`config.mk`:
```
export PLATFORM = sky130hd
export DESIGN_NAME = nps_ctrl
export DESIGN_NICKNAME = d
export VERILOG_FILES = /design/src/rtl/nps_pkg.sv /design/src/rtl/nps_ctrl.sv
export SDC_FILE = /design/constraint.sdc
export NUM_CORES = 1
export LEC_CHECK = 0
export BUFFER_PORTS_ARGS = -buffer_cell sky130_fd_sc_hd__buf_2
export CORE_AREA = 2 2 39 41
export DETAILED_ROUTE_END_ITERATION = 12
export DIE_AREA = 0 0 41 43
export HOLD_SLACK_MARGIN = 0.15
export PLACE_DENSITY = 0.66
export RECOVER_POWER = 25
export SLEW_MARGIN = 10
export SYNTH_ARGS = -nofsm -noshare
export SYNTH_HDL_FRONTEND = slang
export SYNTH_SLANG_ARGS = --single-unit
```
`constraint.sdc`:
```
create_clock -name aclk -period 1.39 [get_ports aclk]
set_input_delay 0.278 -clock aclk [delete_from_list [all_inputs] [get_ports aclk]]
set_output_delay 0.278 -clock aclk [all_outputs]
set_load 0.1 [all_outputs]
```
`src/rtl/nps_pkg.sv`:
```
// nps_pkg: shared sizes, opcode and status codes, FSM state type and the
// controller/datapath command and status bundles for nearest_peak_adjacent_scan.
// No dependencies.
package nps_pkg;

    localparam int MAX_SCANS = 64;
    localparam int MAX_PEAKS = 256;
    localparam int MZ_W      = 32;

    localparam int SCAN_W    = $clog2(MAX_SCANS);
    localparam int PEAK_W    = $clog2(MAX_PEAKS);
    localparam int CNT_W     = PEAK_W + 1;
    localparam int ADDR_W    = SCAN_W + PEAK_W;
    localparam int CFG_W     = 7;
    localparam int FUNC_W    = 2;
    localparam int STATUS_W  = 2;

    typedef enum logic [FUNC_W-1:0] {
        FUNC_WR_PEAK   = 2'd0,
        FUNC_SET_LEN   = 2'd1,
        FUNC_STEP_NEXT = 2'd2,
        FUNC_STEP_PREV = 2'd3
    } func_t;

    typedef enum logic [STATUS_W-1:0] {
        STAT_OK      = 2'd0,
        STAT_NO_SUCC = 2'd1,
        STAT_RANGE   = 2'd2
    } status_t;

    typedef enum logic [3:0] {
        S_IDLE,
        S_EXEC,
        S_CHECK,
        S_INIT,
        S_PROBE,
        S_CMP,
        S_NB_HI,
        S_NB_LO,
        S_PICK,
        S_DONE
    } state_t;

    // controller -> datapath
    typedef struct packed {
        logic load_in;     // capture the input transaction
        logic do_exec;     // perform writes; current-scan reads are in flight
        logic check;       // range/edge check, latch current m/z, read adjacent length
        logic init;        // start the lower-bound search
        logic probe;       // read peak at lo + n/2
        logic cmp;         // fold the probe result into lo/n
        logic end_search;  // trivial result: past end or first peak
        logic rd_hi;       // read peak at lo
        logic rd_nb;       // keep distance to peak lo, read peak lo-1
        logic pick;        // choose the closer of the two
        logic out_load;    // move the result into the output register
    } nps_cmd_t;

    // datapath -> controller
    typedef struct packed {
        logic is_step;
        logic step_bad;
        logic step_edge;
        logic n_zero;
        logic lo_trivial;
        logic out_free;
    } nps_stat_t;

endpackage

```
`src/rtl/nps_ctrl.sv`:
```
// nps_ctrl: sequencing state machine for nearest_peak_adjacent_scan.
// Depends on nps_pkg (state_t, nps_cmd_t, nps_stat_t).
module nps_ctrl (
    input  logic              aclk,
    input  logic              aresetn,
    input  logic              s_valid,
    output logic              s_ready,
    input  nps_pkg::nps_stat_t stat,
    output nps_pkg::nps_cmd_t  cmd
);

    nps_pkg::state_t state_reg, state_next;

    always_ff @(posedge aclk) begin
        if (!aresetn) begin
            state_reg <= nps_pkg::S_IDLE;
        end else begin
            state_reg <= state_next;
        end
    end

    always_comb begin
        state_next = state_reg;
        case (state_reg)
            nps_pkg::S_IDLE: begin
                if (s_valid) state_next = nps_pkg::S_EXEC;
            end
            nps_pkg::S_EXEC: begin
                state_next = stat.is_step ? nps_pkg::S_CHECK : nps_pkg::S_DONE;
            end
            nps_pkg::S_CHECK: begin
                if (stat.step_bad || stat.step_edge) state_next = nps_pkg::S_DONE;
                else                                 state_next = nps_pkg::S_INIT;
            end
            nps_pkg::S_INIT: begin
                state_next = nps_pkg::S_PROBE;
            end
            nps_pkg::S_PROBE: begin
                state_next = stat.n_zero ? nps_pkg::S_NB_HI : nps_pkg::S_CMP;
            end
            nps_pkg::S_CMP: begin
                state_next = nps_pkg::S_PROBE;
            end
            nps_pkg::S_NB_HI: begin
                state_next = stat.lo_trivial ? nps_pkg::S_DONE : nps_pkg::S_NB_LO;
            end
            nps_pkg::S_NB_LO: begin
                state_next = nps_pkg::S_PICK;
            end
            nps_pkg::S_PICK: begin
                state_next = nps_pkg::S_DONE;
            end
            nps_pkg::S_DONE: begin
                if (stat.out_free) state_next = nps_pkg::S_IDLE;
            end
            default: begin
                state_next = nps_pkg::S_IDLE;
            end
        endcase
    end

    always_comb begin
        cmd     = '0;
        s_ready = 1'b0;
        case (state_reg)
            nps_pkg::S_IDLE: begin
                s_ready     = 1'b1;
                cmd.load_in = s_valid;
            end
            nps_pkg::S_EXEC: begin
                cmd.do_exec = 1'b1;
            end
            nps_pkg::S_CHECK: begin
                cmd.check = 1'b1;
            end
            nps_pkg::S_INIT: begin
                cmd.init = 1'b1;
            end
            nps_pkg::S_PROBE: begin
                cmd.probe = !stat.n_zero;
            end
            nps_pkg::S_CMP: begin
                cmd.cmp = 1'b1;
            end
            nps_pkg::S_NB_HI: begin
                cmd.end_search = stat.lo_trivial;
                cmd.rd_hi      = !stat.lo_trivial;
            end
            nps_pkg::S_NB_LO: begin
                cmd.rd_nb = 1'b1;
            end
            nps_pkg::S_PICK: begin
                cmd.pick = 1'b1;
            end
            nps_pkg::S_DONE: begin
                cmd.out_load = stat.out_free;
            end
            default: begin
                cmd = '0;
            end
        endcase
    end

endmodule

```
== Yosys cells after proc, flatten, opt, wreduce, memory -nomap -nowiden ==
Cells that the tools add are included.

* Equality and inequality tests: 11
* Muxes and demuxes: 18
* Reductions and logical operators: 6

{| class="wikitable"
|+ Operators with widths
! kind !! count
|-
| one-hot mux 4 bit (9 select lines) || 1
|-
| 2-to-1 mux 4 bit || 5
|-
| equality test 4 x 3 -> 1 bit, second input constant || 4
|-
| 2-to-1 mux 1 bit || 10
|-
| equality test 4 x 2 -> 1 bit, second input constant || 2
|-
| equality test 4 bit, second input constant || 2
|-
| equality test 4 x 1 -> 1 bit, second input constant || 1
|-
| logical NOT 4 bit || 1
|-
| 2-to-1 mux 2 bit || 2
|-
| inequality test 2 bit, second input constant || 2
|-
| logical NOT 1 bit || 2
|-
| AND reduction 2 bit || 1
|-
| OR reduction 2 bit || 1
|-
| logical OR 1 bit || 1
|}

* Word-level logic and storage cells: 36
* Register bits: 4

== Logic depth before layout (Yosys ltp) ==
* Depth in word-level cells: 3
* Mapped depth: 6
* Gate-level depth less buffers: 4

== Worst setup path before layout ==
No wires, ideal clock.

* Path type: reg2out
* Start: register state_reg[3]
* End: output port cmd[6] (netlist bit)
* Required time: 1.112 ns
* Stages on the path, launching flop included: 4
* Path buffers: 1
* Arrival time: 3.520 ns
* Setup slack: -2.408 ns
* Cell sequence: dfxtp_1 buf_4 nand2b_1 nor4_1

{| class="wikitable"
|+ RTL lines
! what !! RTL line !! RTL
|-
| start: declaration || nps_ctrl.sv:12 || <nowiki>nps_pkg::state_t state_reg, state_next;</nowiki>
|-
| start signal: assignment || nps_ctrl.sv:16 || <nowiki>state_reg <= nps_pkg::S_IDLE;</nowiki>
|-
| start signal: assignment || nps_ctrl.sv:18 || <nowiki>state_reg <= state_next;</nowiki>
|-
| end: declaration || nps_ctrl.sv:9 || <nowiki>output nps_pkg::nps_cmd_t cmd</nowiki>
|}

==> flow_summary.json <==
{
  "status": "finished with violations",
  "failed_checks": "negative setup slack",
  "worst_setup_hold_path_clk_slew_ns": 0.04,
  "via_count": 606,
  "fin_crit_ns": 1.64,
  "first_global_vias": 578,
  "number_of_warning_messages_in_the_yosys_log": 0,
  "edff_count_synth": 0,
  "numClockSinks": 4,
  "final_hold_viol_count": 0,
  "gr-total-overflow": 0,
  "worst_pin_slew_ns": 0.300,
  "critical_path.startpoint_type": "flip-flop",
  "synth.mux.area_fraction_pct": 0,
  "synthesis.area_um2": 440,
  "cap_violations": 0,
  "multi_input_comb_area_um2": 453,
  "design.final.nets": 110,
  "total_power_density_per_cell_area_mw_per_mm2": 1060,
  "finish.utilization_pct": 81.8,
  "die-width_um": 41,
  "final-max-slew-violation-count": 0,
  "placeable_core_region_mm2": 0.00138,
  "async_reset_ff_share_pct": 0,
  "drt.antenna.violating_nets": 0,
  "largest_register_ffs": 4,
  "cts_buffer_depth": 2,
  "numCtsBuffers": 3,
  "wire_length_of_the_first_global_routing_pass_um": 2580,
  "cts_tree": "yes",
  "drt-vias-per-instance": 5.27,
  "starting_utilization_of_the_core_area_pct": 31.8,
  "synth.ff_latch_count": 4,
  "vdd.ir_drop.worst_mv": 0.757,
  "synth_fp_nets": 64,
  "detailed_place_hpwl_um": 1140,
  "io_pins": 21,
  "placement.io_buffers": 20,
  "floorplan.die_area_mm2": 0.00176,
  "setup_total_negative_slack_ns": -2.10,
  "dr.first_iter.drc_count": 11,
  "grt_start_max_net_pins": 11,
  "post-place-cells": 101,
  "final_cell_count_no_fill": 115,
  "synth_flop_cell": "sky130_fd_sc_hd__dfxtp_1",
  "n_antenna_cell": 0,
  "skew_ns": 0.00470,
  "timing.hold.worst.class": "input pin to flip-flop",
  "dr.pass1.iters": 4,
  "final-setup-viol-count": 12,
  "critPathArrivalTime_ns": 1.36,
  "finalCritPeriodShare_pct": 118,
  "wl_per_instance_um": 14.8,
  "post_synth_num_cell_types": 27,
  "all_layer_gr_usage_pct": 20.7,
  "synth-compound-area-share_pct": 18.5,
  "endpoint_kind": "output port",
  "syn-mean-instance-area_um2": 8.01,
  "setup.worst_path.class": "flip-flop to output port",
  "drive_gt1_share_pct": 73.7,
  "antenna_found_initial": 0,
  "leakagePower_nw": 0.460,
  "vert_die_dim_um": 43,
  "gp_congestion": 0.875,
  "fillers": 70,
  "critical_path_required_ns": 1.11,
  "synth_seq_area_share_pct": 18.2,
  "setup_repair_after_global_routing_missed_its_margin": "true",
  "std_cell_rows": 14,
  "area_growth_syn_to_layout_pct": 157,
  "gate_count_after_technology_mapping": 55,
  "combinational_family_with_the_most_area_after_synthesis": "simple AND/OR/NAND/NOR gates",
  "synth_adder_area_share_pct": 0,
  "register_area_um2": 92.6,
  "post_cts_hold_buffer_count": 0,
  "clock-root-buffer": "sky130_fd_sc_hd__clkbuf_4",
  "clock_insertion_delay_worst_skew_ns": 0.23,
  "yosys.area_share.xor_xnor_pct": 0,
  "h-tree-depth": 1,
  "worst_hold_slack_ns": 0.310,
  "final.setup.worst_slack_ns": -0.248,
  "p_total_mw": 1.20,
  "fmax_mhz": 611,
  "max_slew_margin_pct": 79.9,
  "simple_gate_fraction_of_synth_area_pct": 49.7,
  "path_max_fanout": 7,
  "wirelength_um": 1700,
  "remaining_drc_errors": 0
}
[path summary, 6_finish.rpt]
kind                            depth (start not counted)  slack, ns           end         start
worst min register to register                          3       0.67  state_reg[0]  state_reg[2]
worst max-delay path                                    4      -0.25       cmd[10]  state_reg[0]
worst min-delay path                                    2       0.31  state_reg[1]       aresetn
worst max register to register                          7          0  state_reg[0]  state_reg[0]
[what timing repair did]
action	CTS	global route
buffers inserted	7	4
setup endpoints to repair	13	15
pin swaps	5	7
gates resized for setup	15	7
[cell families (layout without fill, tap and decap cells)]
family / Yosys count / in the layout
AO/OA/AOI/OAI: 12 / 12
AND/OR/NAND/NOR: 31 / 31
buffers and inverters: 8 / 52
flip-flops: 4 / 4
[through the flow]
step	instance area [um2]	worst slack, ns
2_1_floorplan	556	-1.06
3_3_place_gp	948	-0.0525
3_5_place_dp	948	-0.127
4_1_cts	1070	-0.252
5_1_grt	1130	-0.288
6_report	1130	-0.248
[cells in the mapped netlist, types with 2 or more instances]
| master | n | share of area (%) |
|---|---|---|
| sky130_fd_sc_hd__nor2_1 | 4 | 3.4 |
| sky130_fd_sc_hd__inv_1 | 2 | 1.7 |
| sky130_fd_sc_hd__dfxtp_1 | 4 | 18 |
| sky130_fd_sc_hd__and2_1 | 2 | 2.8 |
| sky130_fd_sc_hd__o31a_1 | 2 | 4.0 |
| sky130_fd_sc_hd__nor4_1 | 2 | 2.8 |
| sky130_fd_sc_hd__nand2_1 | 6 | 5.1 |
| sky130_fd_sc_hd__buf_6 | 3 | 7.7 |
| sky130_fd_sc_hd__o21ai_0 | 3 | 3.4 |
| sky130_fd_sc_hd__nor4_4 | 2 | 9.7 |
| sky130_fd_sc_hd__and3_1 | 2 | 2.8 |
| sky130_fd_sc_hd__nor3_1 | 4 | 4.5 |
| sky130_fd_sc_hd__a21oi_1 | 2 | 2.3 |
| sky130_fd_sc_hd__nor4_2 | 2 | 5.7 |
| sky130_fd_sc_hd__nand2b_1 | 3 | 4.3 |
[critical path: stages, from the launching register on]
cell and delay (ns):
sky130_fd_sc_hd__dfxtp_4 0.35, sky130_fd_sc_hd__buf_12 0.15, sky130_fd_sc_hd__nor4_4 0.27, sky130_fd_sc_hd__and2_4 0.19, sky130_fd_sc_hd__buf_12 0.16
[placed cells by master (no fill, tap or decap), types with 2 or more instances in the layout]
cell,instances
sky130_fd_sc_hd__a21oi_1,2
sky130_fd_sc_hd__and2_4,2
sky130_fd_sc_hd__and3_1,2
sky130_fd_sc_hd__buf_12,15
sky130_fd_sc_hd__buf_2,9
sky130_fd_sc_hd__buf_4,19
sky130_fd_sc_hd__buf_6,2
sky130_fd_sc_hd__clkbuf_4,3
sky130_fd_sc_hd__dfxtp_4,3
sky130_fd_sc_hd__inv_1,2
sky130_fd_sc_hd__nand2_1,4
sky130_fd_sc_hd__nand2b_1,2
sky130_fd_sc_hd__nor2_1,2
sky130_fd_sc_hd__nor2_4,2
sky130_fd_sc_hd__nor3_4,3
sky130_fd_sc_hd__nor4_4,6
sky130_fd_sc_hd__o21ai_0,2
sky130_fd_sc_hd__o31a_1,2
[report_power, final]
group	total (mW)	switching, mW	leakage (nW)	internal, mW
Combinational	0.888	0.489	0.411	0.398
Clock	0.145	0.0482	0.0138	0.0966
Sequential	0.166	0.0323	0.0353	0.134
[final cells by class]
type / count / area share [%]
clock buffer: 3 / 1.99
tap: 16 / 1.77
multi-input combinational: 43 / 40.0
inverter: 3 / 1.66
sequential: 4 / 8.18
timing repair buffer: 46 / 46.4
[layer usage]
| metal | vias to the layer above | global-route usage (%) | share of wire, % |
|---|---|---|---|
| li1 | 291 | - | - |
| met1 | 294 | 27.5 | 40 |
| met2 | 19 | 35.9 | 56 |
| met3 | 2 | 0 | 3.5 |
| met4 | 0 | 4.00 | 0.35 |
| met5 | - | 0 | 0 |
Note: power is estimated with default switching activity, not from simulation.
